<file path="src/hw/rtl/cfd_pkg.sv">
// Package for the first-descent block: widths, reset value of the step limit,
// controller state type and the control/status structs between modules.
// No dependencies.
package cfd_pkg;

    localparam int VALUE_WIDTH = 128;
    localparam int CNT_W       = $clog2(VALUE_WIDTH);
    localparam int FIELD_W     = 64;
    localparam int WORD_W      = 2 * FIELD_W;
    localparam int LIMIT_W     = 16;

    localparam logic [LIMIT_W-1:0] STEP_LIMIT_RESET = LIMIT_W'(20000);
    localparam logic [CNT_W-1:0]   LAST_BIT         = CNT_W'(VALUE_WIDTH - 1);

    typedef enum logic [1:0] {
        ST_IDLE,
        ST_PASS,
        ST_DONE
    } t_state;

    typedef struct packed {
        logic en;
        logic first;
    } t_pass_ctl;

    typedef struct packed {
        logic x_lt_n;
        logic peak_lt_x;
        logic ovf;
    } t_pass_stat;

    typedef struct packed {
        logic load;
        logic next_x;
        logic take_peak;
    } t_dp_ctl;

endpackage

</file>
<file path="src/hw/rtl/cfd_serial_lt.sv">
// Bit-serial unsigned less-than, LSB first: a < b over one pass.
// Depends on cfd_pkg (t_pass_ctl).
module cfd_serial_lt (
    input  logic               i_clk,
    input  cfd_pkg::t_pass_ctl i_ctl,
    input  logic               i_a_bit,
    input  logic               i_b_bit,
    output logic               o_lt
);

    logic r_lt;
    logic n_lt;
    logic lt_in;

    always_comb begin
        lt_in = i_ctl.first ? 1'b0 : r_lt;
        n_lt  = (i_a_bit != i_b_bit) ? i_b_bit : lt_in;
    end

    assign o_lt = n_lt;

    always_ff @(posedge i_clk) begin
        if (i_ctl.en) begin
            r_lt <= n_lt;
        end
    end

endmodule

</file>
<file path="src/hw/rtl/cfd_map_step.sv">
// Bit-serial shortcut map step: y = (3x+1)/2 for odd x, x/2 for even x,
// with overflow flag. Depends on cfd_pkg (widths, t_pass_ctl).
module cfd_map_step (
    input  logic                            i_clk,
    input  cfd_pkg::t_pass_ctl              i_ctl,
    input  logic                            i_x_bit,
    output logic [cfd_pkg::VALUE_WIDTH-1:0] o_y,
    output logic                            o_ovf
);

    logic [cfd_pkg::VALUE_WIDTH-3:0] r_y;
    logic r_odd;
    logic r_c;
    logic r_prev;

    logic odd_now;
    logic c_in;
    logic prev_in;
    logic addend;
    logic sum;
    logic cout;

    // t = x + odd * (2x + 1), one bit a cycle while i_ctl.en is high; y is t shifted down by one
    always_comb begin
        odd_now = i_ctl.first ? i_x_bit : r_odd;
        c_in    = i_ctl.first ? i_x_bit : r_c;
        prev_in = i_ctl.first ? 1'b0 : r_prev;
        addend  = odd_now & prev_in;
        sum     = i_x_bit ^ addend ^ c_in;
        cout    = (i_x_bit & addend) | (i_x_bit & c_in) | (addend & c_in);
    end

    assign o_y   = {1'b0, sum, r_y};
    assign o_ovf = (odd_now & i_x_bit) | cout;

    always_ff @(posedge i_clk) begin
        if (i_ctl.en) begin
            r_odd  <= odd_now;
            r_c    <= cout;
            r_prev <= i_x_bit;
            r_y    <= {sum, r_y[cfd_pkg::VALUE_WIDTH-3:1]};
        end
    end

endmodule

</file>
<file path="src/hw/rtl/cfd_ctrl.sv">
// Sequencer for the first-descent block: bit and step counters, stop
// decision, result flags. Depends on cfd_pkg (state, structs, widths).
module cfd_ctrl (
    input  logic                          i_clk,
    input  logic                          i_rst_n,
    input  logic                          i_start,
    input  logic [cfd_pkg::LIMIT_W-1:0]   i_limit,
    input  cfd_pkg::t_pass_stat           i_stat,
    output logic                          o_busy,
    output cfd_pkg::t_pass_ctl            o_ctl,
    output cfd_pkg::t_dp_ctl              o_dp,
    output logic                          o_done,
    output logic                          o_found,
    output logic                          o_ovf,
    output logic [cfd_pkg::LIMIT_W-1:0]   o_count
);

    cfd_pkg::t_state r_state;
    cfd_pkg::t_state n_state;
    logic [cfd_pkg::CNT_W-1:0]   r_bit;
    logic [cfd_pkg::LIMIT_W-1:0] r_step;
    logic r_found;
    logic r_ovf;

    logic last;
    logic found_now;
    logic limit_hit;
    logic stop;

    always_comb begin
        last      = (r_state == cfd_pkg::ST_PASS) && (r_bit == cfd_pkg::LAST_BIT);
        found_now = (r_step != '0) && i_stat.x_lt_n;
        limit_hit = (r_step == i_limit);
        stop      = found_now || limit_hit || i_stat.ovf;
    end

    always_comb begin
        n_state = r_state;
        unique case (r_state)
            cfd_pkg::ST_IDLE: begin
                if (i_start) begin
                    n_state = cfd_pkg::ST_PASS;
                end
            end
            cfd_pkg::ST_PASS: begin
                if (last && stop) begin
                    n_state = cfd_pkg::ST_DONE;
                end
            end
            cfd_pkg::ST_DONE: begin
                n_state = cfd_pkg::ST_IDLE;
            end
            default: begin
                n_state = cfd_pkg::ST_IDLE;
            end
        endcase
    end

    always_comb begin
        o_busy          = (r_state != cfd_pkg::ST_IDLE);
        o_ctl.en        = (r_state == cfd_pkg::ST_PASS);
        o_ctl.first     = (r_state == cfd_pkg::ST_PASS) && (r_bit == '0);
        o_dp.load       = (r_state == cfd_pkg::ST_IDLE) && i_start;
        o_dp.next_x     = last && !stop;
        o_dp.take_peak  = last && i_stat.peak_lt_x;
        o_done          = (r_state == cfd_pkg::ST_DONE);
        o_found         = r_found;
        o_ovf           = r_ovf;
        o_count         = r_found ? r_step : '0;
    end

    always_ff @(posedge i_clk) begin
        if (!i_rst_n) begin
            r_state <= cfd_pkg::ST_IDLE;
            r_bit   <= '0;
            r_step  <= '0;
            r_found <= 1'b0;
            r_ovf   <= 1'b0;
        end else begin
            r_state <= n_state;
            if (o_dp.load) begin
                r_bit   <= '0;
                r_step  <= '0;
                r_found <= 1'b0;
                r_ovf   <= 1'b0;
            end else if (r_state == cfd_pkg::ST_PASS) begin
                r_bit <= last ? '0 : r_bit + cfd_pkg::CNT_W'(1);
                if (last) begin
                    if (stop) begin
                        r_found <= found_now;
                        r_ovf   <= !found_now && !limit_hit && i_stat.ovf;
                    end else begin
                        r_step <= r_step + cfd_pkg::LIMIT_W'(1);
                    end
                end
            end
        end
    end

endmodule

</file>
<file path="src/hw/rtl/collatz_first_descent.sv">
// Top level of the first-descent block: value, start and peak shift
// registers, step limit register. Depends on cfd_pkg, cfd_ctrl,
// cfd_map_step and cfd_serial_lt.
//
// Usage: present N on i_n_low/i_n_high and raise start while busy is low;
// the word is taken at that edge. Write the step limit with i_cfg_we and
// i_cfg_data while busy is low; reset loads 20000.
// The value, N and the peak circulate LSB first through shift registers,
// one bit a cycle during each pass. Each pass checks the current value
// against N and the peak and forms the next map value at the same time.
// Passes repeat until the run stops; the result word then shows on the o_
// ports, o_done is high for exactly one cycle, and busy drops the cycle
// after. The result word holds until the next start is taken, and the
// next word can be taken once busy is low again. The receiver cannot
// stall: the receiver is to take the result word in its one cycle with
// o_done high; the block itself does not enforce it.
// Reset returns the sequencer to idle and drops any run in progress.
module collatz_first_descent (
    input  logic                              i_clk,
    input  logic                              i_rst_n,
    input  logic                              start,
    output logic                              busy,
    input  logic                              i_cfg_we,
    input  logic [cfd_pkg::LIMIT_W-1:0]       i_cfg_data,
    input  logic [cfd_pkg::FIELD_W-1:0]       i_n_low,
    input  logic [cfd_pkg::FIELD_W-1:0]       i_n_high,
    output logic                              o_done,
    output logic                              o_found,
    output logic [cfd_pkg::LIMIT_W-1:0]       o_step_count,
    output logic [cfd_pkg::FIELD_W-1:0]       o_below_low,
    output logic [cfd_pkg::FIELD_W-1:0]       o_below_high,
    output logic [cfd_pkg::FIELD_W-1:0]       o_peak_low,
    output logic [cfd_pkg::FIELD_W-1:0]       o_peak_high,
    output logic                              o_overflow
);

    localparam int W = cfd_pkg::VALUE_WIDTH;

    logic [cfd_pkg::LIMIT_W-1:0] r_limit;
    logic [W-1:0] r_x;
    logic [W-1:0] r_n;
    logic [W-1:0] r_p;

    logic [cfd_pkg::WORD_W-1:0] n_word;
    logic [cfd_pkg::WORD_W-1:0] below_word;
    logic [cfd_pkg::WORD_W-1:0] peak_word;
    logic [W-1:0] y;
    logic [W-1:0] x_rot;
    logic [W-1:0] n_rot;
    logic [W-1:0] p_rot;
    logic lt_xn;
    logic lt_px;
    logic map_ovf;

    cfd_pkg::t_pass_ctl  ctl;
    cfd_pkg::t_pass_stat stat;
    cfd_pkg::t_dp_ctl    dp;

    assign n_word = {i_n_high, i_n_low};
    assign x_rot  = {r_x[0], r_x[W-1:1]};
    assign n_rot  = {r_n[0], r_n[W-1:1]};
    assign p_rot  = {r_p[0], r_p[W-1:1]};
    assign stat   = '{x_lt_n: lt_xn, peak_lt_x: lt_px, ovf: map_ovf};

    cfd_ctrl u_ctrl (
        .i_clk   (i_clk),
        .i_rst_n (i_rst_n),
        .i_start (start),
        .i_limit (r_limit),
        .i_stat  (stat),
        .o_busy  (busy),
        .o_ctl   (ctl),
        .o_dp    (dp),
        .o_done  (o_done),
        .o_found (o_found),
        .o_ovf   (o_overflow),
        .o_count (o_step_count)
    );

    cfd_map_step u_map (
        .i_clk   (i_clk),
        .i_ctl   (ctl),
        .i_x_bit (r_x[0]),
        .o_y     (y),
        .o_ovf   (map_ovf)
    );

    cfd_serial_lt u_lt_xn (
        .i_clk   (i_clk),
        .i_ctl   (ctl),
        .i_a_bit (r_x[0]),
        .i_b_bit (r_n[0]),
        .o_lt    (lt_xn)
    );

    cfd_serial_lt u_lt_px (
        .i_clk   (i_clk),
        .i_ctl   (ctl),
        .i_a_bit (r_p[0]),
        .i_b_bit (r_x[0]),
        .o_lt    (lt_px)
    );

    always_ff @(posedge i_clk) begin
        if (!i_rst_n) begin
            r_limit <= cfd_pkg::STEP_LIMIT_RESET;
        end else if (i_cfg_we) begin
            r_limit <= i_cfg_data;
        end
    end

    always_ff @(posedge i_clk) begin
        if (dp.load) begin
            r_x <= n_word[W-1:0];
            r_n <= n_word[W-1:0];
            r_p <= n_word[W-1:0];
        end else if (ctl.en) begin
            r_n <= n_rot;
            r_x <= dp.next_x ? y : x_rot;
            r_p <= dp.take_peak ? x_rot : p_rot;
        end
    end

    assign below_word   = cfd_pkg::WORD_W'(r_x);
    assign peak_word    = cfd_pkg::WORD_W'(r_p);
    assign o_below_low  = below_word[cfd_pkg::FIELD_W-1:0];
    assign o_below_high = below_word[cfd_pkg::WORD_W-1:cfd_pkg::FIELD_W];
    assign o_peak_low   = peak_word[cfd_pkg::FIELD_W-1:0];
    assign o_peak_high  = peak_word[cfd_pkg::WORD_W-1:cfd_pkg::FIELD_W];

endmodule
</file>
<file path="config.mk">
export PLATFORM = sky130hd
export DESIGN_NAME = collatz_first_descent
export DESIGN_NICKNAME = d
export VERILOG_FILES = /design/src/hw/rtl/cfd_pkg.sv /design/src/hw/rtl/cfd_serial_lt.sv /design/src/hw/rtl/cfd_map_step.sv /design/src/hw/rtl/cfd_ctrl.sv /design/src/hw/rtl/collatz_first_descent.sv
export SDC_FILE = /design/constraint.sdc
export NUM_CORES = 1
export LEC_CHECK = 0
export BUFFER_PORTS_ARGS = -buffer_cell sky130_fd_sc_hd__buf_2
export CORE_UTILIZATION = 51
export DETAILED_ROUTE_END_ITERATION = 12
export PLACE_DENSITY = 0.81
export SLEW_MARGIN = 5
export SYNTH_ARGS = -nofsm -noshare
export SYNTH_HDL_FRONTEND = slang
export SYNTH_SLANG_ARGS = --single-unit
</file>
<file path="constraint.sdc">
create_clock -name i_clk -period 9.7 [get_ports i_clk]
set_input_delay 0.97 -clock i_clk [delete_from_list [all_inputs] [get_ports i_clk]]
set_output_delay 0.97 -clock i_clk [all_outputs]
set_load 0.01 [all_outputs]
</file>
==> metrics.log, run 1 <==
INFO  metric run_status = finished, final reports clean
INFO  metric top_level_ports = 424
INFO  metric hold_path_end = u_map.r_y[2]
INFO  metric finalWirelength = 59.6 mm
INFO  metric postSynthCellCount = 2070
INFO  metric cts-resized-gates = 0
INFO  metric required_time_worst_endpoint = 10.01 ns
INFO  metric place.port_buffers = 423
INFO  metric drc_errors = 0
INFO  metric synth-seq-cells = 558
INFO  metric design.final.nets = 2580
INFO  metric coreArea = 45600 um^2
INFO  metric synth_compound_area_frac = 0.0538
INFO  metric synthArstFlopShare = 0
INFO  metric grt_pass1_wl = 91.2 mm
INFO  metric timing.rr.start = u_ctrl.r_bit[0]
INFO  metric antenna_found_initial = 4
INFO  metric design.die.area = 47300 um^2
INFO  metric timing.setup.tns = 0 ns
INFO  metric leakagePower = 11.6 nW
INFO  metric final.fill_count = 3534
INFO  metric detail_route.iter0.violations = 2015
INFO  metric number_of_max_slew_violations_in_the_final_report = 0
INFO  metric yosys_synthesis_warning_count = 0
INFO  metric syn_avg_cell_area = 11.4 um^2
INFO  metric detailedRoute.firstPassIterationCount = 8
INFO  metric final.period_utilization = 0.475
INFO  metric vias = 17800
INFO  metric count_of_different_cell_masters_after_synthesis = 50
INFO  metric die_y = 217 um
INFO  metric holdWs = 0.448 ns
INFO  metric routed-wl-met3 = 4.94 mm
INFO  metric floorplan.die.width = 217 um
INFO  metric netlist_top_cells_area = edfxtp_1 65%, nand2_1 11%, nand3_1 7.1%
INFO  metric min_period = 4.61 ns
INFO  metric cts.repair_timing.setup_buffer_count = 0
INFO  metric synth_edf_count = 515
INFO  metric synth_adder_area_share = 0.00338
INFO  metric synth-simple-area-share = 0.203
INFO  metric synth_seq_area_share = 0.690
INFO  metric post-synth-top-area-fraction = 0.653
INFO  metric synth-main-ff-cell = edfxtp_1
INFO  metric synth_top_area_cell = edfxtp_1
INFO  metric globalRouteOverflowTotal = 0
INFO  metric worst_slew_pin_slew = 1.21 ns
INFO  metric fmaxAchievable = 0.217 GHz
INFO  metric post_synth_xor_area_fraction = 0.00814
INFO  metric grt_pass1_vias = 16700
INFO  metric cts_sinks = 558
INFO  metric cts_buffers = 57
INFO  metric final-setup-viol-count = 0
INFO  metric hold-path-cell-count = 0
INFO  metric reg_to_reg_endpoint = below_word[40]
INFO  metric setup.worst_path.end_class = flop
INFO  metric clock_tree.buffer_depth = 3
INFO  metric syn_to_final_growth = 18.2%
INFO  metric worst_clock_skew = 0.0165 ns
INFO  metric ant_nets = 0
INFO  metric post-dp-hpwl = 37.7 mm
INFO  metric timing.setup.critical_path_class = reg2reg
INFO  metric yosys-mux-area-fraction = 0.0152
INFO  metric cts_tree = done
INFO  metric vias_per_cell = 5.78
INFO  metric power_density = 215 nW/um^2
INFO  metric routed.top_layer = met5
INFO  metric clk_transition_reported_paths = 0.06 ns
INFO  metric hold_viol_final = 0
INFO  metric rsz0062_at_grt = false
INFO  metric vdd_ir_drop_max = 0.160 mV
INFO  metric critPathMaxFanout = 93
INFO  metric worst_ep_arrival_time = 4.92 ns
INFO  metric met2WireLength = 28.5 mm
INFO  metric timing.max_slew.rel_slack = 0.195
INFO  metric hp-start = u_map.r_y[3]
INFO  metric drive_gt1_frac = 0.216
INFO  metric number_of_h_tree_branching_levels = 2
INFO  metric cts_root_buffer_type = clkbuf_16
INFO  metric drv.max_cap_violation_count = 0
INFO  metric insertion_delay = 0.61 ns
INFO  metric reg2regPathDepth = 11
INFO  metric largest_family_of_logic_cells_by_synthesized_area = simple AND/OR/NAND/NOR gates
INFO  metric groute.usage.overall = 0.246
INFO  metric syn-cell-area = 23700 um^2
INFO  metric grt_start_max_net_pins = 230
INFO  metric finalWeightedCongestion = 0.849
INFO  metric routedWlPerCell = 19.4 um
INFO  metric reg2reg_slack = 5.09 ns
INFO  metric hold_class = reg2reg
INFO  metric start_util = 0.519
INFO  metric timing.critical_path.from_type = flop
INFO  metric fp-row-count = 78
INFO  metric synth_nets = 2223
INFO  metric met1Wirelength = 24.3 mm
INFO  metric cts_hold_buffers = 0
cell usage in the layout (no fill, tap or decap), types with 11 or more instances in the layout:
cell / Yosys / layout
nor2_1: 45 / 45
buf_2: 30 / 423
dfxtp_1: 43 / 43
edfxtp_1: 515 / 515
a31oi_1: 18 / 18
xor2_1: 19 / 19
a21oi_1: 32 / 32
clkinv_2: 0 / 12
nand2_1: 664 / 661
o211ai_1: 110 / 110
mux2i_1: 36 / 36
clkbuf_1: 94 / 12
clkbuf_16: 0 / 59
buf_4: 4 / 12
nand3_1: 337 / 337
inv_1: 14 / 14
and2_1: 18 / 17
clkinv_1: 0 / 11
worst max path at each step:
stage,start,cells after the start,to
floorplan,start,3,below_word[0]
global placement,u_ctrl.r_bit[0],11,below_word[46]
detailed placement,u_ctrl.r_bit[0],11,below_word[59]
CTS,u_ctrl.r_bit[0],11,below_word[40]
global route,u_ctrl.r_bit[0],12,below_word[54]
finish,u_ctrl.r_bit[0],11,below_word[40]
cells by family (layout without fill, tap and decap cells):
family / count (synthesis) / after routing
simple gates: 1111 / 1111
flops: 558 / 558
other cells: 0 / 3
xor+xnor: 22 / 22
mux: 36 / 36
compound gates: 183 / 183
fa+ha+maj: 6 / 6
buf+inv: 154 / 560
cells in the mapped netlist (2+ instances only):
| master | instances |
|---|---|
| and3_1 | 5 |
| mux2i_1 | 36 |
| nor2_1 | 45 |
| nor3_1 | 4 |
| or3_1 | 7 |
| buf_2 | 30 |
| inv_1 | 14 |
| clkbuf_1 | 94 |
| o211ai_1 | 110 |
| and2_1 | 18 |
| a31oi_1 | 18 |
| nand2_1 | 664 |
| nor2b_1 | 2 |
| nand3_1 | 337 |
| xor2_1 | 19 |
| buf_1 | 11 |
| o21ai_0 | 9 |
| a21boi_0 | 2 |
| a21oi_1 | 32 |
| nand4_1 | 5 |
| dfxtp_1 | 43 |
| ha_1 | 4 |
| or4_1 | 5 |
| edfxtp_1 | 515 |
| o31ai_1 | 3 |
| nand4b_1 | 2 |
| nor4_1 | 8 |
| xnor2_1 | 3 |
| buf_4 | 4 |
where the power goes:
part           internal [mW]  switching, mW  total [mW]
logic                  0.256          0.468       0.724
clock network           1.25          0.928        2.17
registers               2.97          0.156        3.13
total                   4.47           1.55        6.02
registers in the layout (all words and copies together) (netlist names):
| register | cells |
|---|---|
| below_word | 128 |
| peak_word | 128 |
| r_n | 128 |
| u_map.r_y | 126 |
| r_limit | 16 |
| u_ctrl.r_step | 16 |
| u_ctrl.r_bit | 7 |
| u_ctrl.r_state | 2 |
| u_ctrl.o_found | 1 |
| u_ctrl.o_ovf | 1 |
| u_lt_px.r_lt | 1 |
| u_lt_xn.r_lt | 1 |
| u_map.r_c | 1 |
| u_map.r_odd | 1 |
| u_map.r_prev | 1 |
per-layer routing:
metal,track usage,vias up
met2,0.388,868
met1,0.343,8666
li1,-,8146
met5,0,-
met4,0.0890,2
met3,0.0418,124
through the flow:
step	area [um^2]	power (mW)	worst slack, ns	cells	utilization
floorplan	23700	3.58	3.21	2070	-
global route	28000	6.23	4.72	3079	0.614
CTS	28000	6.05	5.16	3076	0.614
finish	28000	6.02	5.09	3079	0.614
global placement	26100	3.86	5.43	2968	0.573
detailed placement	26100	3.89	5.15	2968	0.573
area by class of cell:
class / instances / area (um^2) / area share
clock buffers: 71 / 1520 / 0.0544
inverters: 15 / 61.3 / 0.00219
flip-flops and latches: 558 / 16300 / 0.583
multi-input cells: 1358 / 6750 / 0.241
diodes: 3 / 7.51 / 0.000268
clock inverters: 37 / 322 / 0.0115
well taps: 600 / 751 / 0.0268
repair buffers: 437 / 2250 / 0.0803
worst max-delay path, stage by stage (launching register included):
cell and delay [ns]:
dfxtp_1 0.34, inv_1 0.09, ha_1 0.15, and4bb_2 0.31
nand3_1 0.18, a21boi_0 0.20, fa_1 0.42, o21ai_0 0.19
nand4b_1 0.77, buf_4 0.53, buf_4 0.79, o211ai_1 0.23
Power figures use the tool's default switching activity.
==> inputs of run 2 (changes only) <==
--- a/config.mk
+++ b/config.mk
@@ -5,10 +5,11 @@
 export SDC_FILE = /design/constraint.sdc
 export NUM_CORES = 1
 export LEC_CHECK = 0
+export ABC_AREA = 1
 export BUFFER_PORTS_ARGS = -buffer_cell sky130_fd_sc_hd__buf_2
-export CORE_UTILIZATION = 51
+export CORE_UTILIZATION = 56
 export DETAILED_ROUTE_END_ITERATION = 12
-export PLACE_DENSITY = 0.81
+export PLACE_DENSITY = 0.84
 export SLEW_MARGIN = 5
 export SYNTH_ARGS = -nofsm -noshare
 export SYNTH_HDL_FRONTEND = slang
==> constraint.sdc (replaced) <==
create_clock -name i_clk -period 4.5 [get_ports i_clk]
set_input_delay 0.45 -clock i_clk [delete_from_list [all_inputs] [get_ports i_clk]]
set_output_delay 0.45 -clock i_clk [all_outputs]
set_load 0.01 [all_outputs]
==> run 2 against run 1 <==
Compared with the run above: sequential power grew 110%; via count rose by 6.5%; worst setup slack worse by 3.8 ns.
==> metrics.log, run 2 <==
INFO  metric run_status = finished, final reports clean
INFO  metric hold_class = in2reg
INFO  metric design.final.nets = 2957
INFO  metric synth_top_area_cell = edfxtp_1
INFO  metric drc_errors = 0
INFO  metric final.fill_count = 3112
INFO  metric cts-resized-gates = 0
INFO  metric critPathMaxFanout = 30
INFO  metric timing.critical_path.from_type = flop
INFO  metric post-synth-top-area-fraction = 0.638
INFO  metric synth-main-ff-cell = edfxtp_1
INFO  metric synth-seq-cells = 558
INFO  metric top_level_ports = 424
INFO  metric clock_tree.buffer_depth = 3
INFO  metric cts_hold_buffers = 0
INFO  metric cts_root_buffer_type = clkbuf_16
INFO  metric floorplan.die.width = 210 um
INFO  metric number_of_max_slew_violations_in_the_final_report = 0
INFO  metric count_of_different_cell_masters_after_synthesis = 30
INFO  metric syn_avg_cell_area = 9.96 um^2
INFO  metric cts_sinks = 558
INFO  metric internal_power = 9.44 mW
INFO  metric hold_viol_final = 0
INFO  metric place.port_buffers = 423
INFO  metric grt_pass1_wl = 95.0 mm
INFO  metric clk_transition_reported_paths = 0.06 ns
INFO  metric reg2reg_slack = 1.28 ns
INFO  metric routedWlPerCell = 17.7 um
INFO  metric design.die.area = 44100 um^2
INFO  metric worst_slew_pin_slew = 1.21 ns
INFO  metric globalRouteOverflowTotal = 0
INFO  metric min_period = 3.22 ns
INFO  metric fp-row-count = 75
INFO  metric final-setup-viol-count = 0
INFO  metric reg_to_reg_endpoint = below_word[126]
INFO  metric post-dp-hpwl = 38.0 mm
INFO  metric setup.worst_path.end_class = flop
INFO  metric synth_nets = 2587
INFO  metric pwr-share-comb = 0.125
INFO  metric groute.usage.overall = 0.273
INFO  metric grt_pass1_vias = 18300
INFO  metric netlist_top_cells_area = edfxtp_1 64%, nand2_1 12%, nor2_1 4.6%
INFO  metric insertion_delay = 0.60 ns
INFO  metric cts_tree = done
INFO  metric vias = 19000
INFO  metric detailedRoute.firstPassIterationCount = 6
INFO  metric worst_clock_skew = 0.0206 ns
INFO  metric hp-start = i_cfg_data[11]
INFO  metric pwr-share-seq = 0.526
INFO  metric hold_path_end = r_limit[11]
INFO  metric power.clock.fraction = 0.348
INFO  metric antenna_found_initial = 10
INFO  metric vias_per_cell = 5.52
INFO  metric timing.setup.critical_path_class = reg2reg
INFO  metric timing.max_slew.rel_slack = 0.191
INFO  metric holdWs = 0.0718 ns
INFO  metric postSynthCellCount = 2434
INFO  metric number_of_h_tree_branching_levels = 2
INFO  metric final_common_cell = nand2_1
INFO  metric start_util = 0.573
INFO  metric drive_gt1_frac = 0.189
INFO  metric worst_ep_arrival_time = 3.57 ns
INFO  metric yosys_synthesis_warning_count = 0
INFO  metric ant_nets = 0
INFO  metric die_y = 210 um
INFO  metric synth_edf_count = 515
INFO  metric synth_seq_area_share = 0.673
INFO  metric vdd_ir_drop_max = 0.294 mV
INFO  metric synthArstFlopShare = 0
INFO  metric detail_route.iter0.violations = 2419
INFO  metric leakagePower = 12.4 nW
INFO  metric timing.rr.start = u_ctrl.r_bit[0]
INFO  metric required_time_worst_endpoint = 4.85 ns
INFO  metric coreArea = 42300 um^2
INFO  metric finalWeightedCongestion = 0.881
INFO  metric hold-path-cell-count = 3
INFO  metric postLayoutCoreUtil = 0.673
INFO  metric fmaxAchievable = 0.310 GHz
INFO  metric ys_top_cells_by_count = 756 x nand2_1, 515 x edfxtp_1, 300 x nor2_1
INFO  metric final.period_utilization = 0.716
INFO  metric rsz0062_at_grt = false
INFO  metric post-synth-top-count-cell = nand2_1
INFO  metric switching_power = 3.33 mW
INFO  metric most-common-layout-cells = 753 x nand2_1, 515 x edfxtp_1, 423 x buf_2, 299 x nor2_1, 224 x o21ai_0
INFO  metric cts.repair_timing.setup_buffer_count = 0
INFO  metric timing.setup.tns = 0 ns
INFO  metric syn_to_final_growth = 17.5%
INFO  metric power_density = 448 nW/um^2
INFO  metric drv.max_cap_violation_count = 0
INFO  metric reg2regPathDepth = 15
INFO  metric cts_buffers = 54
INFO  metric p_sw_frac = 0.261
INFO  metric syn-cell-area = 24200 um^2
INFO  metric grt_start_max_net_pins = 237
INFO  metric finalWirelength = 60.8 mm
## run 2: cell count changes after synthesis, sizes merged, moves of 19 or more
cell    delta
and2      -19
clkbuf    -27
inv      +186
mux2i     -36
nand2     +94
nand3    -310
nor2     +256
o211ai   -110
o21ai    +396
## run 2: layout make-up
type | count | area (um^2) | area share
clock buffer | 64 | 1460 | 0.0514
antenna | 10 | 25.0 | 0.000879
inverter | 201 | 759 | 0.0267
multi-input combinational | 1549 | 6570 | 0.231
clock inverter | 37 | 268 | 0.00940
tap | 577 | 722 | 0.0253
sequential | 558 | 16300 | 0.573
timing repair buffer | 440 | 2340 | 0.0823
## run 2: worst max-delay path by stage
stage,slack [ns],end,depth (start not counted),start
final,1.28,below_word[126],15,u_ctrl.r_bit[0]
after global routing,1.03,below_word[126],15,u_ctrl.r_bit[0]
after CTS,1.31,below_word[126],15,u_ctrl.r_bit[0]
after detailed placement,1.39,below_word[126],15,u_ctrl.r_bit[0]
after global placement,1.50,below_word[17],6,u_ctrl.r_state[1]
after floorplan,0.54,below_word[121],9,u_ctrl.r_state[0]
## run 2: layer usage
| layer | vias up | GRT usage | wire (um) | share of wire |
|---|---|---|---|---|
| li1 | 8824 | - | - | - |
| met1 | 8934 | 0.364 | 24000 | 0.39 |
| met2 | 1034 | 0.432 | 28800 | 0.47 |
| met3 | 163 | 0.0533 | 5420 | 0.089 |
| met4 | 0 | 0.131 | 2580 | 0.042 |
| met5 | - | 0 | 0 | 0 |
## run 2: metrics by stage
step           total power [mW]  setup WS, ns  instances  instance area, um^2
6_report                   12.8          1.28       3436                28500
4_1_cts                    12.8          1.31       3426                28500
3_5_place_dp               8.38          1.39       3325                26700
2_1_floorplan              7.68         0.542       2434                24200
5_1_grt                    13.2          1.03       3436                28500
3_3_place_gp               8.31          1.50       3325                26700
## run 2: critical path, cell delays in order, from the launching register on
cell,delay [ns]
dfxtp_1,0.39
inv_1,0.10
ha_1,0.20
nand2_1,0.07
nor2_1,0.04
nand2_2,0.11
inv_1,0.06
o21ai_0,0.23
fa_1,0.22
inv_1,0.06
a21oi_2,0.20
nand3_1,0.18
nor2_2,0.83
nand2_1,0.10
nand2_1,0.11
o21ai_1,0.09
## run 2: power groups by stage
stage / Clock, mW / Sequential (mW) / Combinational, mW
after floorplan: 0 / 6.92 / 0.766
after global placement: 0 / 6.79 / 1.52
after detailed placement: 0 / 6.80 / 1.58
after CTS: 4.49 / 6.71 / 1.60
after global routing: 4.68 / 6.77 / 1.78
final: 4.45 / 6.72 / 1.60
## run 2: cell families (layout without fill, tap and decap cells)
group,count (synthesis),in the layout,share of synthesized area
AO/OA/AOI/OAI,445,445,0.0923
XOR/XNOR,2,2,0.000723
adder cells (fa/ha/maj),5,5,0.00289
buffers and inverters,327,742,0.0571
flip-flops,558,558,0.673
other,0,10,0
AND/OR/NAND/NOR,1097,1097,0.174
==> inputs of run 3 (changes only) <==
==> constraint.sdc (replaced) <==
create_clock -name i_clk -period 3 [get_ports i_clk]
set_input_delay 0.3 -clock i_clk [delete_from_list [all_inputs] [get_ports i_clk]]
set_output_delay 0.3 -clock i_clk [all_outputs]
set_load 0.01 [all_outputs]
==> run 3 against run 2 <==
Compared with the run above: clock skew grew 0.0023 ns; critical path depth is 2 higher; non-clock buffer count rose by 43; worst setup slack got worse by 1.1 ns; register-to-register slack got worse by 1.1 ns; clock-buffer cell count up 5; largest cell class unchanged.
==> metrics.log, run 3 (synthesis results as in run 2) <==
INFO  metric syn_to_final_growth = 19.9%
INFO  metric post-place-ws = 0.235 ns
INFO  metric met2WireLength = 29.6 mm
INFO  metric grt_pass1_vias = 18600
INFO  metric routedWlPerCell = 17.7 um
INFO  metric cts_buffers = 54
INFO  metric detailedRoute.firstPassIterationCount = 7
INFO  metric timing.setup.critical_path_class = reg2reg
INFO  metric run_status = finished, final reports clean
INFO  metric required_time_worst_endpoint = 3.34 ns
INFO  metric die_y = 210 um
INFO  metric final.fill_count = 2950
INFO  metric vdd_ir_drop_max = 0.364 mV
INFO  metric fp-row-count = 75
INFO  metric groute.usage.overall = 0.274
INFO  metric postLayoutCoreUtil = 0.687
INFO  metric number_of_max_slew_violations_in_the_final_report = 0
INFO  metric report.power.total = 19.4 mW
INFO  metric vias = 19100
INFO  metric holdWs = 0.0290 ns
INFO  metric reg2reg_slack = 0.21 ns
INFO  metric final-setup-viol-count = 0
INFO  metric critPathCapture = below_word[31]
INFO  metric vias_per_cell = 5.51
INFO  metric min_period = 2.79 ns
INFO  metric final_common_cell = nand2_1
INFO  metric worst-path-stages = 17
INFO  metric finalWeightedCongestion = 0.875
INFO  metric finalWirelength = 61.5 mm
INFO  metric post-dp-hpwl = 38.7 mm
INFO  metric timing.rr.start = u_ctrl.r_bit[0]
INFO  metric coreArea = 42300 um^2
INFO  metric grt_pass1_wl = 95.9 mm
INFO  metric timing.max_slew.rel_slack = 0.232
INFO  metric crit_path_cell_trace = inv_1, ha_1, nand2_1, nor2_1, nand2_2, inv_1, nand2_1, o21ai_0, fa_1, inv_1, a21oi_2, nand4_4, buf_12, buf_12, nand2_1, nand2_1, o21ai_1
INFO  metric critPathMaxFanout = 48
INFO  metric design.final.nets = 3000
INFO  metric dpl_cell_area = 26900 um^2
INFO  metric worst_path_setup_slack_after_routing = 0.215 ns
INFO  metric final.period_utilization = 0.928
INFO  metric clk_transition_reported_paths = 0.06 ns
INFO  metric insertion_delay = 0.60 ns
INFO  metric design.die.area = 44100 um^2
INFO  metric reg_to_reg_endpoint = below_word[31]
INFO  metric crit_start = u_ctrl.r_bit[0]
INFO  metric most-common-layout-cells = 753 x nand2_1, 515 x edfxtp_1, 423 x buf_2, 299 x nor2_1, 224 x o21ai_0
INFO  metric antenna_found_initial = 2
INFO  metric final_design_area_no_fill = 29100 um^2
INFO  metric top_level_ports = 424
INFO  metric clock_tree.buffer_depth = 3
INFO  metric slowest_stage = fa_1
INFO  metric drv.max_cap_violation_count = 0
INFO  metric cts_sinks = 558
INFO  metric reg2regPathDepth = 17
INFO  metric leakagePower = 12.6 nW
INFO  metric detail_route.iter0.violations = 2084
INFO  metric rsz0062_at_grt = false
INFO  metric ant_nets = 0
INFO  metric number_of_h_tree_branching_levels = 2
INFO  metric timing.critical_path.from_type = flop
INFO  metric cts_tree = done
INFO  metric routed.top_layer = met5
INFO  metric floorplan.die.width = 210 um
INFO  metric start_util = 0.573
INFO  metric met1Wirelength = 24.2 mm
INFO  metric worst_ep_arrival_time = 3.13 ns
INFO  metric worst_clock_skew = 0.0229 ns
INFO  metric hold_class = in2reg
INFO  metric drive_gt1_frac = 0.188
INFO  metric setup.worst_path.end_class = flop
INFO  metric globalRouteOverflowTotal = 0
INFO  metric slowest_delay = 0.43 ns
INFO  metric power_density = 669 nW/um^2
INFO  metric grt_start_max_net_pins = 172
INFO  metric hold_viol_final = 0
INFO  metric critPathBufInv = 5
INFO  metric routed-wl-met3 = 5.13 mm
INFO  metric kind_of_cell_adding_the_most_delay_to_the_critical_path = buffers and inverters
INFO  metric drc_errors = 0
INFO  metric fmaxAchievable = 0.359 GHz
INFO  metric cts_root_buffer_type = clkbuf_16
INFO  metric worst_slew_pin_slew = 1.15 ns
INFO  metric place.port_buffers = 423
INFO  metric critical_path.most_common_cell = nand2_1
-- run 3: power by group --
group          switching, mW  internal, mW
Sequential             0.475          9.59
Clock                   2.89          4.01
Combinational           1.60         0.867
-- run 3: repair_timing --
| item | CTS | global route |
|---|---|---|
| endpoints found under the hold margin | 31 | 0 |
| buffers inserted | 0 | 0 |
| resized for setup | 0 | 1 |
| endpoints found under the setup margin | 0 | 2 |
| hold buffers | 32 | 0 |
-- run 3: final cells by class --
cell class / instances / area, um^2 / area share
antenna: 1 / 2.50 / 0.0000861
multi-input combinational: 1549 / 6570 / 0.226
clock buffer: 69 / 1490 / 0.0513
timing repair buffer: 483 / 2900 / 0.0997
sequential: 558 / 16300 / 0.562
clock inverter: 29 / 288 / 0.00990
tap: 577 / 722 / 0.0248
inverter: 201 / 759 / 0.0261
-- run 3: per-layer routing --
metal,up-vias,GRT usage
met5,-,0
met4,2,0.124
met3,190,0.0520
met2,1010,0.451
met1,9007,0.355
li1,8899,-
-- run 3: tightest hold or removal path: cells and delay by family --
family / cells / cell delay [ns]
and+or+nand+nor: 2 / 0.15
buffers and inverters: 1 / 0.07
-- run 3: through the flow --
step           std cells  setup TNS, ns
2_1_floorplan       2434        -239.09
3_3_place_gp        3335              0
3_5_place_dp        3335              0
4_1_cts             3465              0
5_1_grt             3467              0
6_report            3467              0
-- run 3: worst min-delay path by stage --
stage	startpoint	end	cells after the start
2_1_floorplan	i_cfg_data[10]	r_limit[10]	2
3_3_place_gp	u_map.r_y[111]	u_map.r_y[110]	0
3_5_place_dp	u_map.r_y[119]	u_map.r_y[118]	0
4_1_cts	i_n_high[47]	r_n[111]	3
5_1_grt	i_n_high[54]	r_n[118]	3
6_report	i_n_high[47]	r_n[111]	3
